**src/ibhq_pkg.sv**
```systemverilog
// ---------------------------------------------------------------------------
// ibhq_pkg: shared types and constants of the indexed binary heap queue
// Operation, status and colour codes, default sizes and the command and
// status bundles between the controller and the datapath.
// ---------------------------------------------------------------------------
package ibhq_pkg;

   localparam int CAPACITY_DEFAULT  = 1024;
   localparam int COST_BITS_DEFAULT = 32;

   // Element numbers arrive on a 10-bit field, so at most this many exist.
   localparam int ELEM_LIMIT   = 1024;
   localparam int ELEM_W       = 10;
   localparam int COST_IN_W    = 32;
   localparam int COUNT_W      = 11;
   localparam int REQ_DATA_W   = 48;
   localparam int RSP_DATA_W   = 64;
   localparam int CSR_ADDR_W   = 3;
   localparam int CSR_DATA_W   = 32;

   // Register index within the configuration space.
   localparam int REG_MAX_FIRST = 0;

   typedef enum logic [1:0] {
      KIND_INSERT = 2'd0,
      KIND_REMOVE = 2'd1,
      KIND_UPDATE = 2'd2,
      KIND_CLEAR  = 2'd3
   } kind_type;

   typedef enum logic [2:0] {
      STATUS_OK        = 3'd0,
      STATUS_FULL      = 3'd1,
      STATUS_EMPTY     = 3'd2,
      STATUS_REMOVED   = 3'd3,
      STATUS_NOT_WHITE = 3'd4
   } status_type;

   typedef enum logic [1:0] {
      COLOR_WHITE   = 2'd0,
      COLOR_QUEUED  = 2'd1,
      COLOR_REMOVED = 2'd2
   } color_type;

   typedef struct packed {
      logic       latch_req;
      logic       sweep_start;
      logic       sweep_step;
      logic       rd_entry;
      logic       write_cost;
      logic       push;
      logic       set_status;
      status_type status_code;
      logic       load_top;
      logic       rm_start;
      logic       rm_top_cost;
      logic       rm_mcost;
      logic       queued_up;
      logic       up_read_parent;
      logic       up_read_cost;
      logic       up_move;
      logic       place;
      logic       dn_start;
      logic       dn_left;
      logic       dn_right;
      logic       dn_rcmp;
      logic       dn_move;
      logic       respond;
   } cmd_type;

   typedef struct packed {
      logic      clear_pending;
      kind_type  kind;
      logic      elem_ok;
      color_type color;
      logic      heap_full;
      logic      heap_empty;
      logic      pos_zero;
      logic      left_in;
      logic      right_in;
      logic      up_better;
      logic      best_is_pos;
      logic      sweep_last;
      logic      rsp_free;
   } stat_type;

endpackage

```
**src/ibhq_ctrl.sv**
```systemverilog
// ---------------------------------------------------------------------------
// ibhq_ctrl: operation sequencer of the heap queue
// Steps through decode, sift up, sift down and the colour sweep, issuing
// one command bundle per cycle to the datapath.
// ---------------------------------------------------------------------------
module ibhq_ctrl (
   input  logic              clock,
   input  logic              reset,
   input  logic              req_tvalid,
   output logic              req_tready,
   input  ibhq_pkg::stat_type stat,
   output ibhq_pkg::cmd_type  cmd
);

   typedef enum logic [17:0] {
      S_INIT  = 18'd1 << 0,
      S_IDLE  = 18'd1 << 1,
      S_RD    = 18'd1 << 2,
      S_DEC   = 18'd1 << 3,
      S_CLR   = 18'd1 << 4,
      S_RM1   = 18'd1 << 5,
      S_RM2   = 18'd1 << 6,
      S_RM3   = 18'd1 << 7,
      S_UP    = 18'd1 << 8,
      S_UP2   = 18'd1 << 9,
      S_UP3   = 18'd1 << 10,
      S_PLACE = 18'd1 << 11,
      S_DN    = 18'd1 << 12,
      S_DN2   = 18'd1 << 13,
      S_DN3   = 18'd1 << 14,
      S_DN4   = 18'd1 << 15,
      S_DNM   = 18'd1 << 16,
      S_DONE  = 18'd1 << 17
   } state_type;

   state_type state_ff, state_in;

   assign req_tready = (state_ff == S_IDLE) && !stat.clear_pending;

   always_comb begin
      state_in = state_ff;
      cmd      = '0;
      case (state_ff)
         S_INIT: begin
            cmd.sweep_step = 1'b1;
            if (stat.sweep_last) state_in = S_IDLE;
         end
         S_IDLE: begin
            if (stat.clear_pending) begin
               cmd.sweep_start = 1'b1;
               state_in        = S_INIT;
            end else if (req_tvalid) begin
               cmd.latch_req = 1'b1;
               state_in      = S_RD;
            end
         end
         S_RD: begin
            cmd.rd_entry = 1'b1;
            state_in     = S_DEC;
         end
         S_DEC: begin
            state_in = S_DONE;
            case (stat.kind)
               ibhq_pkg::KIND_CLEAR: begin
                  cmd.sweep_start = 1'b1;
                  state_in        = S_CLR;
               end
               ibhq_pkg::KIND_REMOVE: begin
                  if (stat.heap_empty) begin
                     cmd.set_status  = 1'b1;
                     cmd.status_code = ibhq_pkg::STATUS_EMPTY;
                  end else begin
                     cmd.load_top = 1'b1;
                     state_in     = S_RM1;
                  end
               end
               ibhq_pkg::KIND_INSERT: begin
                  if (!stat.elem_ok || (stat.color == ibhq_pkg::COLOR_WHITE
                                        && stat.heap_full)) begin
                     cmd.set_status  = 1'b1;
                     cmd.status_code = ibhq_pkg::STATUS_FULL;
                  end else if (stat.color != ibhq_pkg::COLOR_WHITE) begin
                     cmd.set_status  = 1'b1;
                     cmd.status_code = ibhq_pkg::STATUS_NOT_WHITE;
                  end else begin
                     cmd.write_cost = 1'b1;
                     cmd.push       = 1'b1;
                     state_in       = S_UP;
                  end
               end
               default: begin
                  if (!stat.elem_ok) begin
                     cmd.set_status  = 1'b1;
                     cmd.status_code = ibhq_pkg::STATUS_FULL;
                  end else begin
                     cmd.write_cost = 1'b1;
                     if (stat.color == ibhq_pkg::COLOR_REMOVED) begin
                        cmd.set_status  = 1'b1;
                        cmd.status_code = ibhq_pkg::STATUS_REMOVED;
                     end else if (stat.color == ibhq_pkg::COLOR_WHITE) begin
                        if (stat.heap_full) begin
                           cmd.set_status  = 1'b1;
                           cmd.status_code = ibhq_pkg::STATUS_FULL;
                        end else begin
                           cmd.push = 1'b1;
                           state_in = S_UP;
                        end
                     end else begin
                        cmd.queued_up = 1'b1;
                        state_in      = S_UP;
                     end
                  end
               end
            endcase
         end
         S_CLR: begin
            cmd.sweep_step = 1'b1;
            if (stat.sweep_last) state_in = S_DONE;
         end
         S_RM1: begin
            cmd.rm_start = 1'b1;
            state_in     = S_RM2;
         end
         S_RM2: begin
            cmd.rm_top_cost = 1'b1;
            state_in        = S_RM3;
         end
         S_RM3: begin
            cmd.rm_mcost = 1'b1;
            state_in     = stat.heap_empty ? S_DONE : S_DN;
         end
         S_UP: begin
            if (stat.pos_zero) begin
               state_in = S_PLACE;
            end else begin
               cmd.up_read_parent = 1'b1;
               state_in           = S_UP2;
            end
         end
         S_UP2: begin
            cmd.up_read_cost = 1'b1;
            state_in         = S_UP3;
         end
         S_UP3: begin
            if (stat.up_better) begin
               cmd.up_move = 1'b1;
               state_in    = S_UP;
            end else begin
               state_in = S_PLACE;
            end
         end
         S_PLACE: begin
            cmd.place = 1'b1;
            state_in  = S_DONE;
         end
         S_DN: begin
            if (!stat.left_in) begin
               state_in = S_PLACE;
            end else begin
               cmd.dn_start = 1'b1;
               state_in     = S_DN2;
            end
         end
         S_DN2: begin
            cmd.dn_left = 1'b1;
            state_in    = S_DN3;
         end
         S_DN3: begin
            cmd.dn_right = 1'b1;
            state_in     = stat.right_in ? S_DN4 : S_DNM;
         end
         S_DN4: begin
            cmd.dn_rcmp = 1'b1;
            state_in    = S_DNM;
         end
         S_DNM: begin
            if (stat.best_is_pos) begin
               state_in = S_PLACE;
            end else begin
               cmd.dn_move = 1'b1;
               state_in    = S_DN;
            end
         end
         S_DONE: begin
            if (stat.rsp_free) begin
               cmd.respond = 1'b1;
               state_in    = S_IDLE;
            end
         end
         default: state_in = S_IDLE;
      endcase
   end

   always_ff @(posedge clock) begin
      if (reset) state_ff <= S_INIT;
      else       state_ff <= state_in;
   end

endmodule

```
**config.mk**
```make
export PLATFORM = sky130hd
export DESIGN_NAME = ibhq_ctrl
export DESIGN_NICKNAME = d
export VERILOG_FILES = /design/src/ibhq_pkg.sv /design/src/ibhq_ctrl.sv
export SDC_FILE = /design/constraint.sdc
export NUM_CORES = 1
export LEC_CHECK = 0
export CAP_MARGIN = 20
export CORE_MARGIN = 2
export CORE_UTILIZATION = 53
export CTS_BUF_LIST = sky130_fd_sc_hd__clkbuf_8
export CTS_CLUSTER_SIZE = 28
export DETAILED_ROUTE_END_ITERATION = 10
export DONT_BUFFER_PORTS = 1
export HOLD_SLACK_MARGIN = 0.1
export PLACE_DENSITY = 0.78
export SYNTH_ARGS = -nofsm -noshare
export SYNTH_HDL_FRONTEND = slang
export SYNTH_SLANG_ARGS = --single-unit
```
**constraint.sdc**
```tcl
create_clock -name clock -period 2.4 [get_ports clock]
set_clock_uncertainty 0.15 [all_clocks]
set_input_delay 0.12 -clock clock [delete_from_list [all_inputs] [get_ports clock]]
set_output_delay 0.12 -clock clock [all_outputs]
set_load 0.005 [all_outputs]
```
### Word-level counts from Yosys, hierarchy flattened

Cells that the tools add are included.

* flip-flop bits (word level): 18
* output and inout port bits: 26
* logic and storage cells: 106

* equal/unequal tests: 25
* muxes and demuxes: 68
* reductions and logical operators: 12

Operators with widths (count)
* $pmux 18 s18: 1
* $mux 18: 13
* $pmux 18 s3: 1
* $mux 1: 34
* $mux 12: 2
* $mux 4: 6
* $eq 18x1->1 const B: 1
* $eq 18x10->1 const B: 1
* $eq 18x11->1 const B: 1
* $eq 18x12->1 const B: 1
* $eq 18x13->1 const B: 1
* $eq 18x14->1 const B: 1
* $eq 18x15->1 const B: 1
* $eq 18x16->1 const B: 1
* $eq 18x17->1 const B: 1
* $eq 18x18->1 const B: 1
* $eq 18x2->1 const B: 1
* $eq 18x3->1 const B: 1
* $eq 18x4->1 const B: 1
* $eq 18x5->1 const B: 1
* $eq 18x6->1 const B: 1
* $eq 18x7->1 const B: 1
* $eq 18x8->1 const B: 1
* $eq 18x9->1 const B: 1
* other kinds (21): 30

### Depth between registers and ports, before layout

* depth after elaboration: 6
* depth in mapped cells: 7
* depth with buffers taken out: 6

### Worst setup path before layout

OpenSTA, ideal clock, no wires.

* path type: register to register
* start point: reg state_ff[14]
* end point: reg state_ff[1]
* arrival time: 1777 ps
* path slack: 341 ps
* stages on the path, launching flop included: 8
* buffers on the path: 1
* path through: dfxtp_1 buf_6 or4_1 or4_4 o22ai_1 a221oi_1 nand4_1 a21oi_1

* longest elaborated chain between the ends: 3
* elaborated cells between the ends (all ways): 24
* those cells by class: eq/ne (22); mux (1); reduce/logical (1)

RTL lines
* from (decl): RTL line ibhq_ctrl.sv:36 `state_type state_ff, state_in;`
* from (signal assigned): RTL line ibhq_ctrl.sv:196 `else state_ff <= state_in;`
* $eq 18x2->1 (tied with other cells): RTL line ibhq_ctrl.sv:43 `case (state_ff)`
* $ne 3x3->1 (no source line) or $ne 2x2->1 (tied branches)
* $reduce_and 4->1 (no source line)

Several ways; a longest one is shown, not always the timed one.
A chain may end at the register's enable or synchronous reset.

==> flow_summary.json <==
{
  "grt_pass1_wl_mm": 6.38,
  "layout_commonest_cell": "nor2_1",
  "reg2reg_from": "state_ff[7]",
  "cp_max_fo": 7,
  "worst_hold_path.endpoint": "state_ff[17]",
  "dp_slack_ns": 0.151,
  "ys_seq_area_frac": 0.268,
  "synthCells": 171,
  "cts_tree": "done",
  "vias": 1455,
  "status": "finished clean",
  "grt_overflow": 0,
  "wl_mm": 4.20,
  "clk_pin_slew_ns": 0.07,
  "rrSetupSlack_ns": 0.13,
  "coreArea_um2": 2430,
  "finalCriticalPeriod_ns": 2.38,
  "netlist_top_cells_area": "dfxtp_1, nor4_4, nor2_1",
  "drv_cap": 0,
  "largestRegisters": "state_ff x18",
  "root_buffer": "clkbuf_8",
  "die_x_um": 54.3,
  "setup_viol": 0,
  "synth_top_area_cell": "dfxtp_1",
  "hpwl_mm": 2.86,
  "max_freq_mhz": 421,
  "final_util": 0.690,
  "r2r_cells": 6,
  "worst_pin_slew_ns": 0.690,
  "grt_setup_unrepaired": "yes",
  "synth_edf_count": 0,
  "dieArea_um2": 2950,
  "r2r_end": "state_ff[8]",
  "area_delta_synth_final_pct": 25.1,
  "synth_fp_nets": 189,
  "fillers": 196,
  "hp-start": "stat[7]",
  "drt_iter0_drc": 59,
  "tritoncts.num_buffers": 3,
  "ys_ff_latch": 18,
  "worstPathArrival_ns": 2.11,
  "ys.flop_type": "dfxtp_1",
  "hold_depth": 3,
  "drt_pass1_iterations": 4,
  "grt_pass1_vias": 1365,
  "cts.sinks": 18,
  "drt_drc_violations_left": 0,
  "multi_input_area_um2": 953,
  "finalSetupTns_ns": 0,
  "clk_latency_ns": 0.26,
  "fin_nets": 216,
  "synth_warnings": 0,
  "diodes": 0,
  "synthArstFlopShare": 0,
  "largest_reg_flops": 18,
  "wl_per_cell_um": 18.5,
  "synth_top_area_frac": 0.268,
  "fin_crit_sh": 0.990,
  "fin_total_pwr_w": 0.000681,
  "slew_viol_final": 0,
  "hold_viol_final": 0,
  "drive_above_1_share": 0.168,
  "relSlewSlack": 0.539,
  "regMostFlops": "state_ff",
  "layout_common_cells": "nor2_1, dlygate4sd3_1, dfxtp_1, nand2_1, a21oi_1",
  "worstSetupEndpointType": "primary output",
  "worstSetupStartpointType": "flop",
  "grt_max_degree": 19,
  "pwr_density_cell_nw_per_um2": 405,
  "initial_core_util": 0.552,
  "dpl_cell_area_um2": 1370,
  "port_buffers": 0,
  "cts_max_path_buffers": 2,
  "detail_route.vias_per_cell": 6.41,
  "p_leak_nw": 0.729,
  "postLayoutCellArea_um2": 1680,
  "avgSynthCellArea_um2": 7.85,
  "antenna_found_initial": 0,
  "place_congestion": 0.914,
  "track_usage": 0.300,
  "synth_cell_types": 47,
  "core.rowCount": 18,
  "hp-class": "in -> reg",
  "synth_area_um2": 1340,
  "setup_slack_ns": 0.0241,
  "cp.required_ns": 2.13,
  "postRouteAntennaNets": 0,
  "crit_type": "reg -> out",
  "ios": 44,
  "ir_worst_vdd_uv": 256,
  "die_height_um": 54.3,
  "final-seq-area_um2": 363,
  "cts_htree_levels": 1
}
==> power breakdown <==
group	internal (W)	leakage (nW)	total [W]	switching [W]
combinational	0.0000567	0.553	0.000115	0.0000586
clock	0.000146	0.0288	0.000254	0.000108
sequential	0.000303	0.147	0.000312	0.00000882
total	0.000505	0.729	0.000681	0.000175
==> what timing repair did <==
| action | 4_1_cts | 5_1_grt |
|---|---|---|
| endpoints found under the setup margin | 1 | 4 |
| hold endpoints to repair | 18 | 0 |
| pin swaps | 1 | 2 |
| hold buffers | 18 | 0 |
| resized for setup | 1 | 7 |
| buffers inserted | 1 | 5 |
==> cells in the mapped netlist (2+ instances only) <==
| cell type | number |
|---|---|
| or4_1 | 3 |
| nand3_1 | 4 |
| a21oi_1 | 11 |
| and3_1 | 3 |
| nand2b_1 | 3 |
| nor4_1 | 5 |
| nor2b_1 | 7 |
| nand4_1 | 6 |
| xor2_1 | 3 |
| and2b_1 | 3 |
| nand2_1 | 13 |
| nor3_1 | 8 |
| xnor2_1 | 2 |
| and2_1 | 4 |
| nor2_1 | 23 |
| nor3b_1 | 3 |
| a221oi_1 | 2 |
| inv_1 | 10 |
| nor4_4 | 5 |
| dfxtp_1 | 18 |
| and3_2 | 2 |
| o21ai_0 | 5 |
| nor4b_1 | 4 |
==> cells by family after synthesis <==
family	Yosys count	synth area share
compound gates	26	0.125
flops	18	0.268
mux	1	0.00746
buf+inv	13	0.0429
xor+xnor	5	0.0326
simple gates	108	0.524
==> routing by layer <==
metal	GRT usage	wire [um]	vias to the layer above
met2	0.550	2150	84
met4	0.129	132	0
met5	0	0	-
li1	-	-	676
met3	0.0601	304	16
met1	0.331	1610	679
==> how the worst max path moves through the flow <==
stage | end | slack, ns | cells after the start | from
after floorplan | state_ff[1] | 0.34 | 7 | state_ff[14]
after global placement | state_ff[2] | 0.18 | 6 | state_ff[14]
after detailed placement | state_ff[2] | 0.15 | 6 | state_ff[14]
after CTS | cmd[24] | 0.02 | 5 | state_ff[16]
after global routing | cmd[24] | -0.05 | 5 | state_ff[3]
final | cmd[24] | 0.02 | 5 | state_ff[4]
==> critical path: stages, from the launching register on <==
cell	delay [ns]
dfxtp_1	0.41
or4_4	0.56
nor3_4	0.23
and4b_1	0.27
and2b_1	0.18
and2_1	0.19
==> final cells by class <==
| class | instances | area share |
|---|---|---|
| Sequential cell | 18 | 0.216 |
| Tap cell | 30 | 0.0224 |
| Timing Repair Buffer | 25 | 0.139 |
| Inverter | 10 | 0.0224 |
| Clock buffer | 4 | 0.0328 |
| Multi-Input combinational cell | 140 | 0.568 |
==> per-stage QoR <==
stage | instances | hold WS (ns)
3_5_place_dp | 199 | 0.0451
4_1_cts | 222 | 0.119
2_1_floorplan | 171 | 0.0416
3_3_place_gp | 199 | 0.0424
5_1_grt | 227 | 0.123
6_report | 227 | 0.118
Note: power is estimated with default switching activity, not from simulation.
